[src/rtl/eps_pkg.sv]
`timescale 1ns / 1ps
`default_nettype none

package eps_pkg;

   localparam int unsigned MaxSamplesDefault = 16;

   localparam int unsigned KindWidth        = 2;
   localparam int unsigned CountWidth       = 16;
   localparam int unsigned TickWidth        = 48;
   localparam int unsigned ScaleWidth       = 32;
   localparam int unsigned OutWidth         = 64;
   localparam int unsigned SampleCountWidth = 5;
   localparam int unsigned CsrIndexWidth    = 3;

   localparam logic [ScaleWidth-1:0] TicksPerUnitReset  = 32'd65536;
   localparam logic [ScaleWidth-1:0] PositionScaleReset = 32'd65536;
   localparam logic [ScaleWidth-1:0] SpeedScaleReset    = 32'd65536;
   localparam logic [SampleCountWidth-1:0] SampleCountReset = 5'd1;

   typedef enum logic [KindWidth-1:0] {
      KIND_READ = 2'd0,
      KIND_TICK = 2'd1,
      KIND_SET  = 2'd2
   } kind_type;

   typedef enum logic [CsrIndexWidth-1:0] {
      CSR_TICKS_PER_UNIT = 3'd0,
      CSR_POSITION_SCALE = 3'd1,
      CSR_SPEED_SCALE    = 3'd2,
      CSR_SAMPLE_COUNT   = 3'd3,
      CSR_SPEED_ENABLE   = 3'd4
   } csr_index_type;

   typedef struct packed {
      logic [KindWidth-1:0]         kind;
      logic signed [CountWidth-1:0] count_delta;
      logic [TickWidth-1:0]         set_ticks;
   } track_item_type;

endpackage

`default_nettype wire

[src/rtl/eps_sat_mul.sv]
`timescale 1ns / 1ps
`default_nettype none

module eps_sat_mul #(
   parameter int unsigned A_WIDTH = eps_pkg::TickWidth
) (
   input  logic                                     clock,
   input  logic                                     load_product,
   input  logic                                     load_result,
   input  logic signed [A_WIDTH-1:0]                multiplicand,
   input  logic [eps_pkg::ScaleWidth-1:0]           multiplier,
   output logic signed [eps_pkg::OutWidth-1:0]      result
);

   localparam int unsigned SW        = eps_pkg::ScaleWidth;
   localparam int unsigned OW        = eps_pkg::OutWidth;
   localparam int unsigned HiWidth   = A_WIDTH - SW;
   localparam int unsigned PpWidth   = HiWidth + SW + 1;
   localparam int unsigned FullWidth = A_WIDTH + SW + 1;
   localparam logic [OW-1:0] SatPos  = {1'b0, {(OW-1){1'b1}}};
   localparam logic [OW-1:0] SatNeg  = {1'b1, {(OW-1){1'b0}}};

   logic [2*SW-1:0]              pp_lo_ff;
   logic signed [HiWidth+SW:0]   pp_hi_ff;
   logic signed [OW-1:0]         result_ff;

   logic [2*SW-1:0]              pp_lo_in;
   logic signed [HiWidth+SW:0]   pp_hi_in;
   logic [FullWidth-1:0]         full;
   logic [FullWidth-OW:0]        top_bits;
   logic [OW-1:0]                result_in;

   always_comb begin
      pp_lo_in = (2*SW)'(multiplicand[SW-1:0]) * (2*SW)'(multiplier);
      pp_hi_in = PpWidth'($signed(multiplicand[A_WIDTH-1:SW]))
               * PpWidth'($signed({1'b0, multiplier}));
   end

   // reassemble and clamp to the signed 64-bit range
   always_comb begin
      full      = (FullWidth'(pp_hi_ff) << SW) + FullWidth'(pp_lo_ff);
      top_bits  = full[FullWidth-1:OW-1];
      if ((&top_bits) || !(|top_bits)) begin
         result_in = full[OW-1:0];
      end else begin
         result_in = full[FullWidth-1] ? SatNeg : SatPos;
      end
   end

   always_ff @(posedge clock) begin
      if (load_product) begin
         pp_lo_ff <= pp_lo_in;
         pp_hi_ff <= pp_hi_in;
      end
      if (load_result) begin
         result_ff <= result_in;
      end
   end

   assign result = result_ff;

endmodule

`default_nettype wire

[config.mk]
export PLATFORM = sky130hd
export DESIGN_NAME = eps_sat_mul
export DESIGN_NICKNAME = d
export VERILOG_FILES = /design/src/rtl/eps_pkg.sv /design/src/rtl/eps_sat_mul.sv
export SDC_FILE = /design/constraint.sdc
export NUM_CORES = 2
export LEC_CHECK = 0
export ABC_CLOCK_PERIOD_IN_PS = 12900
export BUFFER_PORTS_ARGS = -buffer_cell sky130_fd_sc_hd__buf_2
export CAP_MARGIN = 20
export CORE_MARGIN = 4
export CORE_UTILIZATION = 55
export CTS_BUF_LIST = sky130_fd_sc_hd__clkbuf_4 sky130_fd_sc_hd__clkbuf_8
export DETAILED_ROUTE_END_ITERATION = 7
export GPL_TIMING_DRIVEN = 1
export MAX_ROUTING_LAYER = met4
export PLACE_DENSITY_LB_ADDON = 0.2
export SLEW_MARGIN = 20
export SYNTH_ARGS = -nofsm -noshare
export SYNTH_HDL_FRONTEND = slang
export SYNTH_SLANG_ARGS = --single-unit
[constraint.sdc]
create_clock -name clock -period 12.9 [get_ports clock]
set_clock_uncertainty 0.05 [all_clocks]
set_input_delay 0 -clock clock [delete_from_list [all_inputs] [get_ports clock]]
set_output_delay 0 -clock clock [all_outputs]
set_load 0.05 [all_outputs]
Yosys cells after proc, flatten, opt, wreduce, memory -nomap -nowiden
Cells that the tools add are included.

storage, ports and cells
  register bits = 177
  output and inout bits = 64
  logic and storage cells = 12

operators by class
  $add $sub $neg = 1
  multiply operators = 2
  muxes and demuxes = 2
  reductions and logical operators = 4

operators with widths
  operator                                        number
  64-bit two-way mux                              2
  81-bit by 64-bit adder with 81-bit output       1
  32-bit by 32-bit multiplier with 64-bit output  1
  16-bit by 33-bit multiplier with 49-bit output  1
  18-bit AND reduction                            1
  18-bit OR reduction                             1
  1-bit zero test                                 1
  1-bit logical OR                                1

Depth between registers and ports, before layout
  word-level depth = 5
  gate-level depth with buffers = 31
  gate-level depth less buffers = 29

Worst setup path before layout
Ideal clock, no wire load.

  path type = input -> register
  start = input multiplier[5] (netlist name)
  end = register pp_lo_ff[61], data pin
  arrival time = 7.202 ns
  required time = 12.591 ns
  setup slack = 5.389 ns
  stages = 26
  path through = clkbuf_1 -> clkbuf_1 -> and2_1 -> fa_1 -> fa_1 -> fa_1 -> inv_1 -> fa_1 -> inv_1 -> fa_1 -> fa_1 -> fa_1 -> fa_1 -> ha_1 -> clkbuf_1 -> nand2_1 -> o31ai_1 -> nand2_1 -> nor4_1 -> o211a_1 -> nor3_1 -> o31a_1 -> o31ai_1 -> a221oi_1 -> o21ai_0 -> xnor2_1

between the ends
  word-level cells in the longest chain between the ends = 1

ends and longest elaborated chain
  what                                            RTL line           RTL
  start: declaration                              eps_sat_mul.sv:11  input logic [eps_pkg::ScaleWidth-1:0] multiplier,
  32-bit by 32-bit multiplier with 64-bit output  eps_sat_mul.sv:34  pp_lo_in = (2*SW)'(multiplicand[SW-1:0]) * (2*SW)'(multiplier);
  via pp_lo_in[61]                                eps_sat_mul.sv:27  logic [2*SW-1:0] pp_lo_in;
  end signal: assignment                          eps_sat_mul.sv:52  pp_lo_ff <= pp_lo_in;
  end: declaration                                eps_sat_mul.sv:23  logic [2*SW-1:0] pp_lo_ff;

The timed path passes the listed nets, and every way through them passes these cells.
A chain may end at the register's enable or synchronous reset.

Final worst setup path
  start = input multiplier[19] (netlist name)
  end = register pp_lo_ff[61], data pin

The elaborated chain is that of the path after synthesis.

==> flow_summary.toml <==
[cts]
cts.clk_slew.worst_paths_ns = 0.10
clockBufferDepth = 2
clock-root-buffer = "clkbuf_8"
cts_buffers = 17
htreeDepth = 4
cts_tree = "built"
clock_latency_ns = 0.49
numClockSinks = 177

[layout]
layout_commonest_cell = "inv_1"
most-common-layout-cells = "inv_1 (1394), fa_1 (1315), nand2_1 (842)"
finalNetCount = 7907
areaGrowthSynthToFinish_pct = 3.29
layout.cells.non_filler = 7468
drive_gt1_share_pct = 4.13

[drt]
first_pass_iters = 5
viasPerCell = 5.56
drc = 0
wirelength_mm = 160
ant_nets = 0
drt_iter0_drc = 2605
routedWlPerCell_um = 21.5
vias = 41500

[timing]
slew_violations = 0
tightest_slew_ns = 0.958
slew_headroom_pct = 36.2
fin_crit_sh_pct = 67.1
hold_violations = 0
post-route-min-period_ns = 8.66
hold_ws_ns = 0.160
tns_ns = 0
rsz0062_at_grt = "no"
setup_viol = 0
fmax_ghz = 0.116

[yosys]
syn_inst = 6190
synth_top_area_cell = "fa_1"
synthTopCellsByArea = "fa_1 (46%), ha_1 (9.8%), edfxtp_1 (9.2%)"
avgSynthCellArea_um2 = 9.30
synth_ff_type = "edfxtp_1"
yosysTopAreaCellShare_pct = 45.7
async_flop_share_pct = 0
syn_area_um2 = 57600
yosysUniqueCellTypes = 71
synth-edff-count = 177
seq_area_frac_synth_pct = 9.23
ys_seq_elements = 177
synth_fp_nets = 8037
yosys_warnings = 0

[grt]
first_global_vias = 44900
track_usage_pct = 30.8
grt-ovfl-total = 0
grt_pass1_wl_mm = 255
grt_max_degree = 65
antenna_found_initial = 11

[placement]
io_buffers = 146
dpl.cell_count = 7419
dpl.hpwl_mm = 122
gp_congestion = 0.907

[setup_path]
max_stage_delay_ns = 0.73
crit_top_cell = "fa_1"
crit_family = "adder cells"
startpoint_type = "primary input"
cp_slowest_cell = "nor4_1"
cp-end-kind = "flop"
arrival_ns = 8.86
critical_path_buf_inv_count = 5
worstSetupPathType = "in2reg"
cp_max_fo = 27
required_ns = 13.10

[die]
die_x_um = 332
dieArea_um2 = 110000
ios = 147
row_count = 118
core-area_um2 = 104000
die_h_um = 332
start_util_pct = 55.5

[worst_hold_path]
hold_path.class = "in2reg"

[run]
maxCapViolCount = 0

[status]
outcome = "finished clean"
[what timing repair did]
action / in CTS / in global routing
resized for setup: 0 / 0
hold buffers: 1 / 0
setup endpoints to repair: 0 / 0
endpoints found under the hold margin: 49 / 0
setup buffers: 0 / 0
[cell usage after synthesis, drive strengths merged (4+ instances only)]
cell     instances
o31ai           12
clkbuf         323
nor2            79
edfxtp         177
a21oi          136
o211ai           8
a211oi          13
ha             449
nor4             7
o21ai          149
o221ai           5
a21o            66
nor2b           15
nand3           28
o21bai          22
o21a            15
and4             6
a2111oi          4
and3            10
nor3            25
nand2b          45
inv           1394
a311oi           5
fa            1315
a31oi           19
or3             10
a221oi           6
xor2            57
nand2          842
or2              6
nand4           25
nor3b            4
a41oi            5
xnor2           90
and2           749
buf             27
[sequential cells by signal, indices dropped and copies added, names as in the netlist]
name      count
pp_lo_ff     64
result       64
pp_hi_ff     49
[metrics by stage]
stage | util, % | setup slack (ns) | instance area [um^2]
3_5_place_dp | 56.9 | 3.82 | 59100
2_1_floorplan | - | 5.39 | 57600
6_report | 57.3 | 4.24 | 59500
5_1_grt | 57.3 | 3.92 | 59500
3_3_place_gp | 56.9 | 4.03 | 59100
4_1_cts | 57.3 | 4.36 | 59400
[layout make-up]
| cell class | count | area (um^2) |
|---|---|---|
| multi-input combinational | 4269 | 45700 |
| tap | 1380 | 1730 |
| fill | 9290 | 44300 |
| inverter | 1394 | 5230 |
| antenna | 15 | 37.5 |
| sequential | 177 | 5320 |
| timing repair buffer | 201 | 1160 |
| clock inverter | 14 | 104 |
| clock buffer | 18 | 241 |
[layer usage]
| layer | vias up | track usage, % | share of wire (%) |
|---|---|---|---|
| met2 | 1529 | 52.0 | 51 |
| met3 | 347 | 3.75 | 6.0 |
| met4 | 0 | 12.9 | 5.1 |
| met1 | 21600 | 37.6 | 38 |
| met5 | - | - | 0 |
| li1 | 18100 | - | - |
[logic make-up (layout without fill, tap and decap cells)]
logic type | Yosys count | after routing | synth area share (%)
compound gates | 501 | 501 | 5.46
xor+xnor | 147 | 147 | 2.24
fa+ha+maj | 1764 | 1764 | 55.5
buf+inv | 1744 | 1627 | 11.5
flops | 177 | 177 | 9.23
mux | 1 | 1 | 0.0174
other cells | 0 | 15 | 0
simple gates | 1856 | 1856 | 16.1
[worst reg2reg max path, delay by kind of cell, from the launching register on]
kind | cells | cell delay, ns
compound gates | 7 | 2.17
fa+ha+maj | 2 | 0.66
simple gates | 3 | 0.63
buf+inv | 2 | 0.58
flops | 1 | 0.36
xor+xnor | 1 | 0.31
[path summary, 6_finish.rpt]
kind                                startpoint      endpoint  slack, ns  cells past startpoint
worst min register to register     pp_lo_ff[9]     result[9]       0.53                      2
worst max register to register    pp_lo_ff[32]     result[0]       7.86                     15
worst max-delay path            multiplier[19]  pp_lo_ff[61]       4.24                     26
worst min-delay path               load_result    result[63]       0.16                      2
Power is not shown: default switching activity piles up to over one toggle a cycle in this logic, so the estimate is an artifact.
