[src/rtl/eps_pkg.sv]
`timescale 1ns / 1ps
`default_nettype none

package eps_pkg;

   localparam int unsigned MaxSamplesDefault = 16;

   localparam int unsigned KindWidth        = 2;
   localparam int unsigned CountWidth       = 16;
   localparam int unsigned TickWidth        = 48;
   localparam int unsigned ScaleWidth       = 32;
   localparam int unsigned OutWidth         = 64;
   localparam int unsigned SampleCountWidth = 5;
   localparam int unsigned CsrIndexWidth    = 3;

   localparam logic [ScaleWidth-1:0] TicksPerUnitReset  = 32'd65536;
   localparam logic [ScaleWidth-1:0] PositionScaleReset = 32'd65536;
   localparam logic [ScaleWidth-1:0] SpeedScaleReset    = 32'd65536;
   localparam logic [SampleCountWidth-1:0] SampleCountReset = 5'd1;

   typedef enum logic [KindWidth-1:0] {
      KIND_READ = 2'd0,
      KIND_TICK = 2'd1,
      KIND_SET  = 2'd2
   } kind_type;

   typedef enum logic [CsrIndexWidth-1:0] {
      CSR_TICKS_PER_UNIT = 3'd0,
      CSR_POSITION_SCALE = 3'd1,
      CSR_SPEED_SCALE    = 3'd2,
      CSR_SAMPLE_COUNT   = 3'd3,
      CSR_SPEED_ENABLE   = 3'd4
   } csr_index_type;

   typedef struct packed {
      logic [KindWidth-1:0]         kind;
      logic signed [CountWidth-1:0] count_delta;
      logic [TickWidth-1:0]         set_ticks;
   } track_item_type;

endpackage

`default_nettype wire

[src/rtl/eps_set_scaler.sv]
`timescale 1ns / 1ps
`default_nettype none

module eps_set_scaler (
   input  logic                                      clock,
   input  logic                                      load_first,
   input  logic                                      load_second,
   input  logic [eps_pkg::KindWidth-1:0]             kind,
   input  logic signed [eps_pkg::CountWidth-1:0]     count_delta,
   input  logic signed [eps_pkg::TickWidth-1:0]      new_position,
   input  logic [eps_pkg::ScaleWidth-1:0]            ticks_per_unit,
   output eps_pkg::track_item_type                   item
);

   localparam int unsigned TW = eps_pkg::TickWidth;
   localparam int unsigned SW = eps_pkg::ScaleWidth;
   localparam logic [TW:0] NegLimit = (TW+1)'(1) << (TW - 1);
   localparam logic [TW:0] PosLimit = NegLimit - (TW+1)'(1);

   logic [eps_pkg::KindWidth-1:0]         kind_ff;
   logic signed [eps_pkg::CountWidth-1:0] count_ff;
   logic                                  neg_ff;
   logic [TW-1:0]                         pp_hi_ff;
   logic [SW-1:0]                         pp_lo_ff;

   logic [eps_pkg::KindWidth-1:0]         kind2_ff;
   logic signed [eps_pkg::CountWidth-1:0] count2_ff;
   logic [TW-1:0]                         set_ticks_ff;

   logic [TW-1:0]   mag;
   logic [TW-1:0]   pp_hi_in;
   logic [2*SW-1:0] lo_full;
   logic [SW-1:0]   pp_lo_in;
   logic [TW:0]     quot;
   logic [TW:0]     quot_sat;
   logic [TW-1:0]   set_ticks_in;

   always_comb begin
      mag = new_position[TW-1] ? (TW'(0) - new_position) : new_position;
      pp_hi_in = TW'(mag[TW-1:SW]) * TW'(ticks_per_unit);
      lo_full = (2*SW)'(mag[SW-1:0]) * (2*SW)'(ticks_per_unit);
      pp_lo_in = lo_full[2*SW-1:SW];
   end

   // combine partial products, truncate toward zero, clamp to the tick range
   always_comb begin
      quot = (TW+1)'(pp_hi_ff) + (TW+1)'(pp_lo_ff);
      if (neg_ff) begin
         quot_sat = (quot > NegLimit) ? NegLimit : quot;
         set_ticks_in = TW'((TW+1)'(0) - quot_sat);
      end else begin
         quot_sat = (quot > PosLimit) ? PosLimit : quot;
         set_ticks_in = quot_sat[TW-1:0];
      end
   end

   always_ff @(posedge clock) begin
      if (load_first) begin
         kind_ff  <= kind;
         count_ff <= count_delta;
         neg_ff   <= new_position[TW-1];
         pp_hi_ff <= pp_hi_in;
         pp_lo_ff <= pp_lo_in;
      end
      if (load_second) begin
         kind2_ff     <= kind_ff;
         count2_ff    <= count_ff;
         set_ticks_ff <= set_ticks_in;
      end
   end

   assign item.kind        = kind2_ff;
   assign item.count_delta = count2_ff;
   assign item.set_ticks   = set_ticks_ff;

endmodule

`default_nettype wire

[config.mk]
export PLATFORM = sky130hd
export DESIGN_NAME = eps_set_scaler
export DESIGN_NICKNAME = d
export VERILOG_FILES = /design/src/rtl/eps_pkg.sv /design/src/rtl/eps_set_scaler.sv
export SDC_FILE = /design/constraint.sdc
export NUM_CORES = 2
export LEC_CHECK = 0
export BUFFER_PORTS_ARGS = -buffer_cell sky130_fd_sc_hd__buf_2
export CELL_PAD_IN_SITES_DETAIL_PLACEMENT = 0
export CELL_PAD_IN_SITES_GLOBAL_PLACEMENT = 2
export CORE_MARGIN = 2
export CORE_UTILIZATION = 46
export CTS_BUF_LIST = sky130_fd_sc_hd__clkbuf_8
export DETAILED_ROUTE_END_ITERATION = 6
export PLACE_DENSITY_LB_ADDON = 0.1
export SLEW_MARGIN = 25
export SYNTH_ARGS = -nofsm -noshare
export SYNTH_HDL_FRONTEND = slang
export SYNTH_SLANG_ARGS = --single-unit
[constraint.sdc]
create_clock -name clock -period 20.8 [get_ports clock]
set_input_delay 2.08 -clock clock [delete_from_list [all_inputs] [get_ports clock]]
set_output_delay 2.08 -clock clock [all_outputs]
set_load 0.05 [all_outputs]
# --- Yosys cells after proc, flatten, opt, wreduce, memory -nomap -nowiden ---
# Index checks and enable logic that the tools add are counted.
totals:
  ff_bits: 165
  elab_cells: 19
classes:
  muxes: 4
  mul: 2
  n_lt_le_gt_ge: 2
  addsub: 3
ops:
  columns: ["op", "n"]
  rows:
  - ["2-to-1 mux 48 bit", 4]
  - ["subtractor 1 x 48 -> 48 bit, first input constant", 2]
  - ["multiplier 32 x 32 -> 64 bit", 1]
  - ["adder 48 x 32 -> 49 bit", 1]
  - ["greater-than comparator 49 x 47 -> 1 bit, second input constant", 1]
  - ["greater-than comparator 49 x 48 -> 1 bit, second input constant", 1]
  - ["multiplier 16 x 32 -> 48 bit", 1]

# --- Depth between registers and ports, before layout ---
depth:
  ltp_word: 5
  ltp_mapped: 38
  depth_no_buf: 36

# --- Least setup slack after synthesis ---
# OpenSTA, ideal clock, no wires.
synth_path:
  kind: "in2reg"
  from: "input new_position[10] in the netlist's numbering"
  to: "register pp_lo_ff[31] (data pin)"
  n_path_buf: 1
  setup_slack_ps: 9083
  setup_ps: 260
  t_arrival_ps: 11457
  path_stages: 35
  cell_sequence: "or4_4 -> or3_1 -> nor3b_2 -> nand3_1 -> or3_1 -> or3_1 -> o41ai_1 -> xnor2_1 -> clkbuf_1 -> and2_1 -> fa_1 -> inv_1 -> fa_1 -> inv_1 -> ha_1 -> inv_1 -> fa_1 -> inv_1 -> fa_1 -> fa_1 -> fa_1 -> inv_1 -> fa_1 -> inv_1 -> ha_1 -> nand2_1 -> a2111o_1 -> a221o_1 -> a21o_1 -> a2111oi_0 -> nor2_1 -> o311a_1 -> a31oi_1 -> a21oi_1 -> xnor2_1"
synth_via:
  elab_chain_len: 3
synth_rtl:
  columns: ["element", "line", "text"]
  rows:
  - ["start, declared", "eps_set_scaler.sv:10", "input logic signed [eps_pkg::TickWidth-1:0] new_position,"]
  - ["subtractor 1 x 48 -> 48 bit", "eps_set_scaler.sv:39", "mag = new_position[TW-1] ? (TW'(0) - new_position) : new_position;"]
  - ["2-to-1 mux 48 bit (*)", "eps_set_scaler.sv:39", null]
  - ["multiplier 32 x 32 -> 64 bit (*)", "eps_set_scaler.sv:41", "lo_full = (2*SW)'(mag[SW-1:0]) * (2*SW)'(ticks_per_unit);"]
  - ["named net lo_full[63]", "eps_set_scaler.sv:32", "logic [2*SW-1:0] lo_full;"]
  - ["end signal, assigned", "eps_set_scaler.sv:63", "pp_lo_ff <= pp_lo_in;"]
  - ["end, declared", "eps_set_scaler.sv:24", "logic [SW-1:0] pp_lo_ff;"]
# Mark *: on every way through the listed nets, which the timed path passes. The rest lies on a longest branch.
# A chain may end at the register's enable or synchronous reset.

# --- Worst setup path after layout ---
layout_path:
  from: "input new_position[10] in the netlist's numbering"
  to: "register pp_hi_ff[47] (data pin)"
layout_via:
  elab_chain_len: 3
layout_rtl:
  columns: ["element", "line", "text"]
  rows:
  - ["subtractor 1 x 48 -> 48 bit", "eps_set_scaler.sv:39", null]
  - ["2-to-1 mux 48 bit", "eps_set_scaler.sv:39", null]
  - ["multiplier 16 x 32 -> 48 bit", "eps_set_scaler.sv:40", "pp_hi_in = TW'(mag[TW-1:SW]) * TW'(ticks_per_unit);"]
  - ["named net pp_hi_in[47]", "eps_set_scaler.sv:31", "logic [TW-1:0] pp_hi_in;"]
  - ["end signal, assigned", "eps_set_scaler.sv:62", "pp_hi_ff <= pp_hi_in;"]
  - ["end, declared", "eps_set_scaler.sv:23", "logic [TW-1:0] pp_hi_ff;"]
# The timed path passes the listed nets, and every way through them passes these cells.

==> impl_metrics.yaml <==
run_status:
  status: "complete, no violations"
timing:
  min_period_ps: 12510
  tightest_slew_ps: 1140
  setup_viol: 0
  final.setup_skew_ps: 21.3
  slew_viol_final: 0
  fin_setup_tns_ps: 0
  hold_viol: 0
  relSlewSlack_pct: 23.7
  rsz0062_at_grt: "false"
  max_clock_freq_mhz: 79.9
  finalCritPeriodShare_pct: 60.2
yosys:
  avgSynthCellArea_um2: 9.13
  async_flop_share_pct: 0
  synth_nets: 8221
  synth_cell_types: 78
  ys_warn_count: 0
  ys_ff_latch: 165
  synth-main-ff-cell: "edfxtp_1"
  ys_seq_area_share_pct: 8.49
  synth_edf_count: 165
  syn_inst: 6392
  synth.cell_area_um2: 58300
die:
  die-area_um2: 130000
  row_count: 130
  die_w_um: 360
  io_pins: 167
  core_area_um2: 126000
  fp.dieH_um: 360
  initial_utilization_pct: 46.4
layout:
  fin_nets: 8145
  layout.cells.most_common: "inv_1"
  drive_above_1_share_pct: 5.88
  final_cell_mix: "1343 x inv_1, 1314 x fa_1, 936 x nand2_1, 749 x and2_1, 414 x ha_1"
  syn2layout_area_growth_pct: 5.21
clock_tree:
  clockBufferDepth: 2
  cts_sinks: 165
  cts_setup_buffers: 0
  ctsHoldBuffers: 0
  cts_resized: 0
  clkLatencyLatePin_ps: 560
  root_buffer: "clkbuf_8"
  clkTransAtPathRegs_ps: 100
  numCtsBuffers: 17
  cts_tree: "done"
  htree_levels: 4
setup_path:
  path_max_fanout: 32
  critical_path.slowest_cell: "o311ai_0"
  cp_slowest_stage_delay_ps: 620
  crit_start: "new_position[10]"
  arrival_ps: 12800
  end_kind: "register"
  critPathLaunchType: "primary input"
  r2r-start: "pp_lo_ff[14]"
  crit_type: "in -> reg"
  critPathRequiredTime_ps: 21090
  crit_top_cell: "fa_1"
place:
  routabilityCongestion: 0.870
  hpwl_um: 132000
  port_buffers: 166
route:
  detail_route.vias_per_cell: 5.37
  routed_wl_um: 176000
  postRouteAntennaNets: 0
  wl_per_cell_um: 22.1
  drtPass1Iterations: 5
  drt_iter0_drc: 3028
  drc_errors: 0
  num_vias: 42900
global_route:
  antenna_found_initial: 14
  grt_pass1_vias: 45700
  grt_util_all_layers_pct: 28.1
  overflow: 0
  grt_first_pass_wirelength_um: 277000
  grt_max_degree: 76
worst_hold_path:
  hold_class: "reg -> reg"
  worstHoldStart: "count_ff[4]"
job:
  drv_cap: 0
-- metal layers --
metal	up-vias	global-route usage (%)	wire, µm
met2	1338	43.6	78800
li1	19100	-	-
met3	207	4.41	12000
met1	22300	41.3	81300
met5	-	0	13
met4	2	6.67	4210
-- state kept, by name (all words and copies together), names as in the netlist --
register      cells
pp_hi_ff         48
set_ticks_ff     48
pp_lo_ff         32
count2_ff        16
count_ff         16
kind2_ff          2
kind_ff           2
neg_ff            1
-- metrics by stage --
step                std cells  cell area [µm²]  setup WS (ps)  utilization (%)  hold slack [ps]
CTS                      7979            61400           8270             48.8              419
detailed placement       7947            60900           7670             48.5              405
global placement         7947            60900           7770             48.5              401
global route             7982            61400           7720             48.8              432
floorplan                6392            58300           9080                -              400
finish                   7990            61400           8290             48.8              421
-- worst max-delay path: cells and delay by family --
family                   cells  cell delay [ps]
buffers and inverters        7              810
adder cells (fa/ha/maj)      7             3280
XOR/XNOR                     2              310
AND/OR/NAND/NOR             11             3560
AO/OA/AOI/OAI               10             2760
-- cells in the mapped netlist (6+ instances only) --
master,number,area (µm²)
or4_1,13,97.6
a221oi_1,6,52.6
o31ai_1,24,180
o21bai_1,21,158
nor2b_1,18,113
o311ai_0,7,61.3
a21oi_1,165,826
a22oi_1,14,105
mux2_2,6,67.6
fa_1,1314,26300
edfxtp_1,165,4950
or3_1,21,131
inv_1,1343,5040
buf_2,7,35.0
o21a_1,26,195
o41ai_1,9,78.8
a221o_1,7,70.1
nor4_1,16,100
nand2b_1,18,113
o211ai_1,14,105
and3_1,16,100
a311oi_1,6,52.6
nor2_1,106,398
a211oi_1,11,82.6
and2_1,749,4690
xor2_1,39,342
a21o_1,60,450
nor3_1,41,205
nand4_1,31,194
o21ai_0,123,616
ha_1,414,5180
nand2_1,936,3510
a2111oi_0,8,70.1
and4_1,6,52.6
xnor2_1,126,1100
clkbuf_1,345,1290
nand3_1,47,235
or2_2,10,62.6
a31oi_1,13,81.3
-- cell type report --
| class | instances | area, µm² |
|---|---|---|
| clock buffer | 17 | 234 |
| multi-input combinational | 4528 | 47300 |
| inverter | 1343 | 5040 |
| sequential | 165 | 4950 |
| fill | 12200 | 64400 |
| antenna | 11 | 27.5 |
| clock inverter | 15 | 178 |
| timing repair buffer | 261 | 1550 |
| tap | 1650 | 2060 |
-- cells by family after synthesis --
logic type | after synthesis | share of synthesized area (%)
and+or+nand+nor | 2049 | 17.5
adders and majority gates | 1728 | 54.0
buffers and inverters | 1699 | 11.0
AOI/OAI and AO/OA | 577 | 6.43
xor gates and xnor gates | 165 | 2.48
DFF | 165 | 8.49
muxes | 9 | 0.167
-- worst paths after layout --
path                                         end  slack, ps  depth (start not counted)
worst max-delay path                pp_hi_ff[47]       8290                         37
worst min-delay path                count2_ff[4]        420                          0
worst max register to register  set_ticks_ff[36]      12780                         20
worst min register to register      count2_ff[4]        420                          0
Power is not shown: default switching activity piles up to over one toggle a cycle in this logic, so the estimate is an artifact.
