===== config.mk =====
export PLATFORM = sky130hd
export DESIGN_NAME = eps_tracker_core
export DESIGN_NICKNAME = d
export VERILOG_FILES = /design/src/rtl/eps_pkg.sv /design/src/rtl/eps_tracker_core.sv
export SDC_FILE = /design/constraint.sdc
export NUM_CORES = 2
export LEC_CHECK = 0
export ABC_CLOCK_PERIOD_IN_PS = 21000
export BUFFER_PORTS_ARGS = -buffer_cell sky130_fd_sc_hd__buf_2
export CORE_MARGIN = 3
export CORE_UTILIZATION = 55
export CTS_CLUSTER_DIAMETER = 200
export DETAILED_ROUTE_END_ITERATION = 10
export GPL_ROUTABILITY_DRIVEN = 0
export GPL_TIMING_DRIVEN = 0
export PLACE_DENSITY = 0.77
export RECOVER_POWER = 25
export SETUP_SLACK_MARGIN = 0.2
export SLEW_MARGIN = 40
export SYNTH_ARGS = -nofsm -noshare
export SYNTH_HDL_FRONTEND = slang
export SYNTH_SLANG_ARGS = --single-unit

===== constraint.sdc =====
create_clock -name clock -period 21 [get_ports clock]
set_input_delay 1.05 -clock clock [delete_from_list [all_inputs] [get_ports clock]]
set_output_delay 1.05 -clock clock [all_outputs]
set_load 0.05 [all_outputs]

===== src/rtl/eps_pkg.sv =====
`timescale 1ns / 1ps
`default_nettype none

package eps_pkg;

   localparam int unsigned MaxSamplesDefault = 16;

   localparam int unsigned KindWidth        = 2;
   localparam int unsigned CountWidth       = 16;
   localparam int unsigned TickWidth        = 48;
   localparam int unsigned ScaleWidth       = 32;
   localparam int unsigned OutWidth         = 64;
   localparam int unsigned SampleCountWidth = 5;
   localparam int unsigned CsrIndexWidth    = 3;

   localparam logic [ScaleWidth-1:0] TicksPerUnitReset  = 32'd65536;
   localparam logic [ScaleWidth-1:0] PositionScaleReset = 32'd65536;
   localparam logic [ScaleWidth-1:0] SpeedScaleReset    = 32'd65536;
   localparam logic [SampleCountWidth-1:0] SampleCountReset = 5'd1;

   typedef enum logic [KindWidth-1:0] {
      KIND_READ = 2'd0,
      KIND_TICK = 2'd1,
      KIND_SET  = 2'd2
   } kind_type;

   typedef enum logic [CsrIndexWidth-1:0] {
      CSR_TICKS_PER_UNIT = 3'd0,
      CSR_POSITION_SCALE = 3'd1,
      CSR_SPEED_SCALE    = 3'd2,
      CSR_SAMPLE_COUNT   = 3'd3,
      CSR_SPEED_ENABLE   = 3'd4
   } csr_index_type;

   typedef struct packed {
      logic [KindWidth-1:0]         kind;
      logic signed [CountWidth-1:0] count_delta;
      logic [TickWidth-1:0]         set_ticks;
   } track_item_type;

endpackage

`default_nettype wire


===== src/rtl/eps_tracker_core.sv =====
`timescale 1ns / 1ps
`default_nettype none

module eps_tracker_core #(
   parameter int unsigned MAX_SAMPLES = eps_pkg::MaxSamplesDefault
) (
   input  logic                                                    clock,
   input  logic                                                    reset,
   input  logic                                                    load,
   input  eps_pkg::track_item_type                                 item,
   input  logic [eps_pkg::SampleCountWidth-1:0]                    sample_count,
   input  logic                                                    window_clear,
   output logic signed [eps_pkg::TickWidth-1:0]                    tick_total,
   output logic signed [eps_pkg::TickWidth+$clog2(MAX_SAMPLES):0]  window_sum
);

   localparam int unsigned TW        = eps_pkg::TickWidth;
   localparam int unsigned SumWidth  = TW + $clog2(MAX_SAMPLES) + 1;
   localparam int unsigned SlotWidth = (MAX_SAMPLES > 1) ? $clog2(MAX_SAMPLES) : 1;
   localparam int unsigned SlotCount = SlotWidth + 1;

   logic signed [TW-1:0]       tick_total_ff;
   logic signed [TW-1:0]       previous_total_ff;
   logic signed [TW-1:0]       ring_ff [MAX_SAMPLES];
   logic [SlotWidth-1:0]       write_slot_ff;
   logic signed [SumWidth-1:0] window_sum_ff;

   logic signed [TW-1:0]       added;
   logic signed [TW-1:0]       diff;
   logic signed [TW-1:0]       replaced;
   logic signed [SumWidth-1:0] sum_in;
   logic [SlotCount-1:0]       slot_inc;
   logic                       slot_wrap;
   logic [SlotWidth-1:0]       slot_in;

   always_comb begin
      added     = tick_total_ff + TW'(item.count_delta);
      diff      = added - previous_total_ff;
      replaced  = ring_ff[write_slot_ff];
      sum_in    = window_sum_ff + SumWidth'(diff) - SumWidth'(replaced);
      slot_inc  = SlotCount'(write_slot_ff) + SlotCount'(1);
      slot_wrap = (int'(slot_inc) >= int'(sample_count)) || (int'(slot_inc) >= MAX_SAMPLES);
      slot_in   = slot_wrap ? '0 : slot_inc[SlotWidth-1:0];
   end

   always_ff @(posedge clock) begin
      if (reset) begin
         tick_total_ff     <= '0;
         previous_total_ff <= '0;
         ring_ff           <= '{default: '0};
         write_slot_ff     <= '0;
         window_sum_ff     <= '0;
      end else if (window_clear) begin
         ring_ff       <= '{default: '0};
         write_slot_ff <= '0;
         window_sum_ff <= '0;
      end else if (load) begin
         case (item.kind)
            eps_pkg::KIND_READ: begin
               tick_total_ff <= added;
            end
            eps_pkg::KIND_TICK: begin
               tick_total_ff          <= added;
               previous_total_ff      <= added;
               ring_ff[write_slot_ff] <= diff;
               write_slot_ff          <= slot_in;
               window_sum_ff          <= sum_in;
            end
            eps_pkg::KIND_SET: begin
               tick_total_ff <= item.set_ticks;
            end
            default: begin
            end
         endcase
      end
   end

   assign tick_total = tick_total_ff;
   assign window_sum = window_sum_ff;

   a_slot_in_window: assert property (@(posedge clock) disable iff (reset)
      int'(write_slot_ff) < int'(sample_count))
      else $error("write slot outside the sample window");

   a_prev_follows_tick: assert property (@(posedge clock) disable iff (reset)
      load && !window_clear && item.kind == eps_pkg::KIND_TICK
      |=> previous_total_ff == tick_total_ff)
      else $error("previous total not updated on sampling tick");

   a_set_keeps_prev: assert property (@(posedge clock) disable iff (reset)
      load && item.kind == eps_pkg::KIND_SET |=> $stable(previous_total_ff))
      else $error("set item changed previous total");

endmodule

`default_nettype wire


Word level (Yosys, flattened, before mapping)
Cells that the tools add are included.
Widths: inputs -> output; s select.
{ "totals": {"output_inout_bits": 101, "mem_bits_ro": 0, "n_memories": 0, "word_cells": 50, "register_bits": 921, "latchBits": 0, "ram_bits": 0} }
{ "classes": {"n_reduce_logical": 9, "eq_ne": 2, "n_bitwise": 2, "addsub": 5, "div": 0, "n_shift": 0, "magnitude_cmp": 4, "mul": 0, "mux": 8} }
{ "op_table": {"columns": ["operator", "n"], "rows": [
  ["$bwmux 768", 1],
  ["$bmux 48 s4", 1],
  ["$demux 48 s4", 1],
  ["$mux 48", 3],
  ["$pmux 48 s2", 1],
  ["$add 53x48->53", 1],
  ["$sub 53x48->53", 1],
  ["$add 48x16->48", 1],
  ["$sub 48x48->48", 1],
  ["$ge 5x5->1 const B", 2],
  ["$reduce_and 3->1", 2],
  ["$add 4x1->5 const B", 1],
  ["$ge 5x5->1", 1],
  ["$lt 5x1->1 const B", 1],
  ["$not 4->5", 1],
  ["$mux 4", 1],
  ["$reduce_or 2->1", 2],
  ["$eq 2x1->1 const B", 1],
  ["$eq 2x2->1 const B", 1],
  ["$logic_not 2->1", 1],
  ["$reduce_and 2->1", 1],
  ["$reduce_bool 2->1", 1],
  ["$logic_and 1x1->1", 1],
  ["$logic_or 1x1->1", 1],
  ["$not 1->1", 1]
]} }

Logic depth before layout (Yosys ltp)
{ "logic_depth": {"ltp_word": 6, "mapped_depth": 43} }

Worst setup path after synthesis
Ideal clock, no wire load.
{ "synth_path": {"path_type": "input-to-reg", "startpoint": "in item[48] (netlist bit)", "endpoint": "reg window_sum_ff[52] (netlist: window_sum[52])", "required_time_ns": 20.930, "setup_time_ns": 0.070, "t_arrival_ns": 9.004, "n_path_buf": 1, "setup_slack_ns": 11.926, "stages": 43, "cell_sequence": "ha_1 -> inv_1 -> fa_1 -> nor2b_1 -> o21ai_1 -> a21boi_1 -> o31a_1 -> a2111oi_2 -> nor4_1 -> or2_1 -> a31oi_1 -> o21bai_1 -> a21oi_1 -> xor2_1 -> inv_1 -> ha_1 -> a21oi_1 -> nor2_1 -> (+7 left out) -> xnor2_1 -> clkbuf_1 -> inv_1 -> fa_1 -> inv_1 -> ha_1 -> a21o_1 -> a21o_1 -> a21oi_1 -> o21ai_0 -> nand4_1 -> a21boi_0 -> and2_1 -> a221o_1 -> a211oi_1 -> xor2_1 -> or3_1 -> a21oi_1"} }
{ "synth_between": {"elab_chain_len": 4} }
{ "synth_lines": {"columns": ["item", "line", "text"], "rows": [
  ["from (decl)", "eps_tracker_core.sv:10", "input eps_pkg::track_item_type item,"],
  ["$add 48x16->48", "eps_tracker_core.sv:37", "added = tick_total_ff + TW'(item.count_delta);"],
  ["named net added[24]", "eps_tracker_core.sv:28", "logic signed [TW-1:0] added;"],
  ["$sub 48x48->48", "eps_tracker_core.sv:38", "diff = added - previous_total_ff;"],
  ["$add 53x48->53", "eps_tracker_core.sv:40", "sum_in = window_sum_ff + SumWidth'(diff) - SumWidth'(replaced);"],
  ["$sub 53x48->53", "eps_tracker_core.sv:40", null],
  ["to (signal assigned)", "eps_tracker_core.sv:67", "window_sum_ff <= sum_in;"],
  ["to (decl)", "eps_tracker_core.sv:26", "logic signed [SumWidth-1:0] window_sum_ff;"]
]} }
The timed path passes the listed nets, and every way through them passes these cells.
A chain may end at the register's enable or synchronous reset.

Worst setup path in the final report
{ "layout_path": {"startpoint": "in item[48] (netlist bit)", "endpoint": "reg window_sum_ff[50] (netlist: window_sum[50])"} }
Same word-level chain as after synthesis.

==> reports/metrics.yaml <==
sta:
  final_min_period_over_clock_period: 0.519
  whs_ns: 0.453
  finClkSkew_ns: 0.0351
  finalSetupViolations: 0
  maxSlewViolCount: 34
  finalHoldViolations: 0
  slew-limit-headroom: -0.199
  post-route-min-period_ns: 10.90
  timing.fmax_mhz: 91.8
  setup_tns_ns: 0
  setup_repair_after_global_routing_missed_its_margin: "false"
  worst_pin_slew_ns: 1.80
routing:
  detail_route.wl_per_cell_microns: 23.3
  top_layer_in_use: "met5"
  met1_wl_microns: 60400
  route.met2.wl_microns: 73400
  detailroute.via_count: 44800
  postRouteAntennaNets: 0
  avgViaCountPerCell: 6.22
  totalWireLength_microns: 168000
  detailed_route_drc_error_count: 2
  routed_length_on_met3_microns: 20200
  drt_first_pass_iters: 11
  drt_iter0_markers: 5969
job:
  maxCapViolations: 1
logic_synthesis:
  post_synth_instance_area_sq_mm: 0.0473
  yosys-mux-area-fraction: 0.115
  postSynthRegisterBits: 921
  synthTopCellsByArea: "sky130_fd_sc_hd__dfxtp_1, sky130_fd_sc_hd__mux4_2, sky130_fd_sc_hd__a21oi_1"
  yosys_warnings: 0
  ys_dominant_reg_cell: "sky130_fd_sc_hd__dfxtp_1"
  synth_enable_flop_cells: 0
  syn_avg_cell_area_sq_um: 8.30
  yosysSeqAreaShare: 0.389
  postSynth.asyncResetShare: 0
  yosysTopAreaCell: "sky130_fd_sc_hd__dfxtp_1"
  complex_gate_fraction_of_the_synthesized_area: 0.172
  synth_top_family_by_area: "simple AND/OR/NAND/NOR gates"
  yosys.area_share.xor_xnor: 0.0251
  yosys.area_share.simple: 0.179
  synth_fa_ha_area_frac: 0.0641
  syn_inst: 5706
  synth.top_cell.area_share: 0.389
  yosys.cell_types.count: 79
  synth_nets: 5991
die:
  top_level_ports: 176
  fp.dieArea_sq_mm: 0.0896
  die_y_microns: 299
  die_width_microns: 299
  floorplan.initialDensity: 0.560
  fp.coreArea_sq_mm: 0.0845
  fp-row-count: 106
worst_setup_path:
  timing.setup.critical_path_class: "in2reg"
  crit_arrival_ns: 11.51
  critical-path-max-stage-delay_ns: 0.85
  regToRegStartpoint: "tick_total[0]$_SDFFE_PP0P_"
  startpoint: "item[48]"
  critical_path.endpoint_type: "flip-flop"
  cp_data_required_time_ns: 21.61
  cp_num_buf_inv: 7
  worst_path_dominant_cell_family: "compound AO/OA/AOI/OAI gates"
  worstSetupStartpointType: "primary input"
  slowest_stage_cell_cp: "sky130_fd_sc_hd__a2111oi_0"
  critical_path.max_fanout: 10
min_path:
  hp-class: "reg2reg"
  hold_path.startpoint: "ring_ff[327]$_SDFFE_PP0P_"
run_status:
  run_status: "complete, but fails checks"
  violations: "design-rule violations, max-capacitance violations, max-slew violations"
global_route:
  wire_length_of_the_first_global_routing_pass_microns: 250000
  grt_util_all_layers: 0.362
  vias_in_the_first_global_route: 42600
  pin_count_of_the_biggest_net_entering_global_routing: 34
  antenna_found_initial: 8
  global_route.overflow_total: 0
final_layout:
  layout-drive-gt1-share: 0.0971
  layout.filler_cells: 7114
  seqCellArea_sq_mm: 0.0184
  area_delta_synth_final_pct: 12.9
  fin_nets: 6270
  mostFrequentLayoutCell: "sky130_fd_sc_hd__nand2_1"
  multi_input_area_sq_mm: 0.0265
  mostFrequentLayoutCells: "sky130_fd_sc_hd__nand2_1, sky130_fd_sc_hd__dfxtp_1, sky130_fd_sc_hd__a21oi_1, sky130_fd_sc_hd__nor2_1, sky130_fd_sc_hd__clkbuf_1"
  finalCoreUtilization: 0.633
power:
  total_power_uw: 6020
  sw_frac_of_total: 0.388
  powerDensity_mw_per_mm2: 113
  vdd_drop_max_mv: 0.0817
  share_of_power_burned_in_the_clock_network: 0.325
  internal_power_uw: 3690
  power.leakage_uw: 0.0189
  p_comb_frac: 0.378
  net-switching-power_uw: 2330
  power.sequential.fraction: 0.297
clock_network:
  post-cts-setup-buffer-count: 0
  cts_tree: "yes"
  cts.reportedPaths.clkPinSlew_ns: 0.06
  ctsHtreeMaxLevel: 3
  bufs_on_longest_clock_path: 3
  tritoncts.num_buffers: 95
  postCtsResizedCells: 0
  clock_insertion_delay_at_the_later_pin_of_the_skew_report_ns: 0.71
  cts_root_buffer: "sky130_fd_sc_hd__clkbuf_16"
  cts_hold_repair.buffers: 0
  clock_sinks: 921
placed_design:
  io_buffer_count: 174
  detailed_place_hpwl_microns: 128000
[synthesized netlist by cell type, types with 16 or more instances]
| cell type | instances |
|---|---|
| sky130_fd_sc_hd__ha_1 | 156 |
| sky130_fd_sc_hd__nor2b_1 | 20 |
| sky130_fd_sc_hd__clkbuf_1 | 380 |
| sky130_fd_sc_hd__nand2_1 | 1152 |
| sky130_fd_sc_hd__o21ai_1 | 20 |
| sky130_fd_sc_hd__mux4_2 | 240 |
| sky130_fd_sc_hd__nand3_1 | 106 |
| sky130_fd_sc_hd__nor3_1 | 26 |
| sky130_fd_sc_hd__o21bai_1 | 26 |
| sky130_fd_sc_hd__or4_1 | 16 |
| sky130_fd_sc_hd__inv_1 | 269 |
| sky130_fd_sc_hd__xor2_1 | 49 |
| sky130_fd_sc_hd__dfxtp_1 | 921 |
| sky130_fd_sc_hd__a311oi_1 | 26 |
| sky130_fd_sc_hd__nor2_1 | 661 |
| sky130_fd_sc_hd__a211oi_1 | 104 |
| sky130_fd_sc_hd__o21ai_0 | 123 |
| sky130_fd_sc_hd__a21o_1 | 85 |
| sky130_fd_sc_hd__buf_1 | 42 |
| sky130_fd_sc_hd__nand4_1 | 29 |
| sky130_fd_sc_hd__nand2b_1 | 22 |
| sky130_fd_sc_hd__fa_1 | 54 |
| sky130_fd_sc_hd__o21a_1 | 20 |
| sky130_fd_sc_hd__xnor2_1 | 82 |
| sky130_fd_sc_hd__a21oi_1 | 880 |
[stage by stage]
step	cells	cell area, sq um	setup WS, ns
detailed placement	7022	49900	10.02
CTS	7200	53600	10.66
floorplan	5706	47300	11.93
global route	7200	53500	9.51
finish	7202	53500	10.10
global placement	7014	49600	10.20
[per-layer routing]
layer  track usage  up-vias
li1              -    20100
met1         0.437    21000
met2         0.562     2893
met3         0.100      702
met4         0.246        4
met5             0        -
[worst min-delay path, stage by stage (launching register included)]
cell                      delay (ns)
sky130_fd_sc_hd__dfxtp_1        0.31
sky130_fd_sc_hd__nand2_1        0.05
sky130_fd_sc_hd__a21oi_1        0.05
[state kept, by name, summed over array words and instances, names as in the netlist]
name	cells
ring_ff	768
window_sum	53
previous_total_ff	48
tick_total	48
write_slot_ff	4
[cells by family after synthesis]
family / Yosys count
flip-flops: 921
buffers and inverters: 701
XOR/XNOR: 133
multiplexers: 242
adder cells (fa/ha/maj): 210
AND/OR/NAND/NOR: 2097
AO/OA/AOI/OAI: 1402
[worst paths after layout]
| kind | end | slack, ns | cells past startpoint |
|---|---|---|---|
| setup / recovery | window_sum[50]$_SDFFE_PP0P_ | 10.10 | 44 |
| hold / removal | ring_ff[327]$_SDFFE_PP0P_ | 0.45 | 2 |
| setup reg to reg | window_sum[50]$_SDFFE_PP0P_ | 10.24 | 43 |
| hold reg to reg | ring_ff[327]$_SDFFE_PP0P_ | 0.45 | 2 |
[cell type report]
type / count / share of cell area
multi-input cells: 4084 / 0.495
flip-flops and latches: 921 / 0.345
clock buffers: 113 / 0.0482
plain buffers: 431 / 0.0317
well taps: 1134 / 0.0265
clock inverters: 65 / 0.0194
inverters: 270 / 0.0190
repair buffers: 182 / 0.0153
diodes: 2 / 0.0000936
[power groups by stage]
stage	sequential, uW	clock (uW)	combinational [uW]
2_1_floorplan	1880	0	1530
3_3_place_gp	1830	0	2130
3_5_place_dp	1830	0	2180
4_1_cts	1790	1940	2200
5_1_grt	1790	2020	2460
6_report	1790	1960	2270
(Power assumes the default switching activity.)
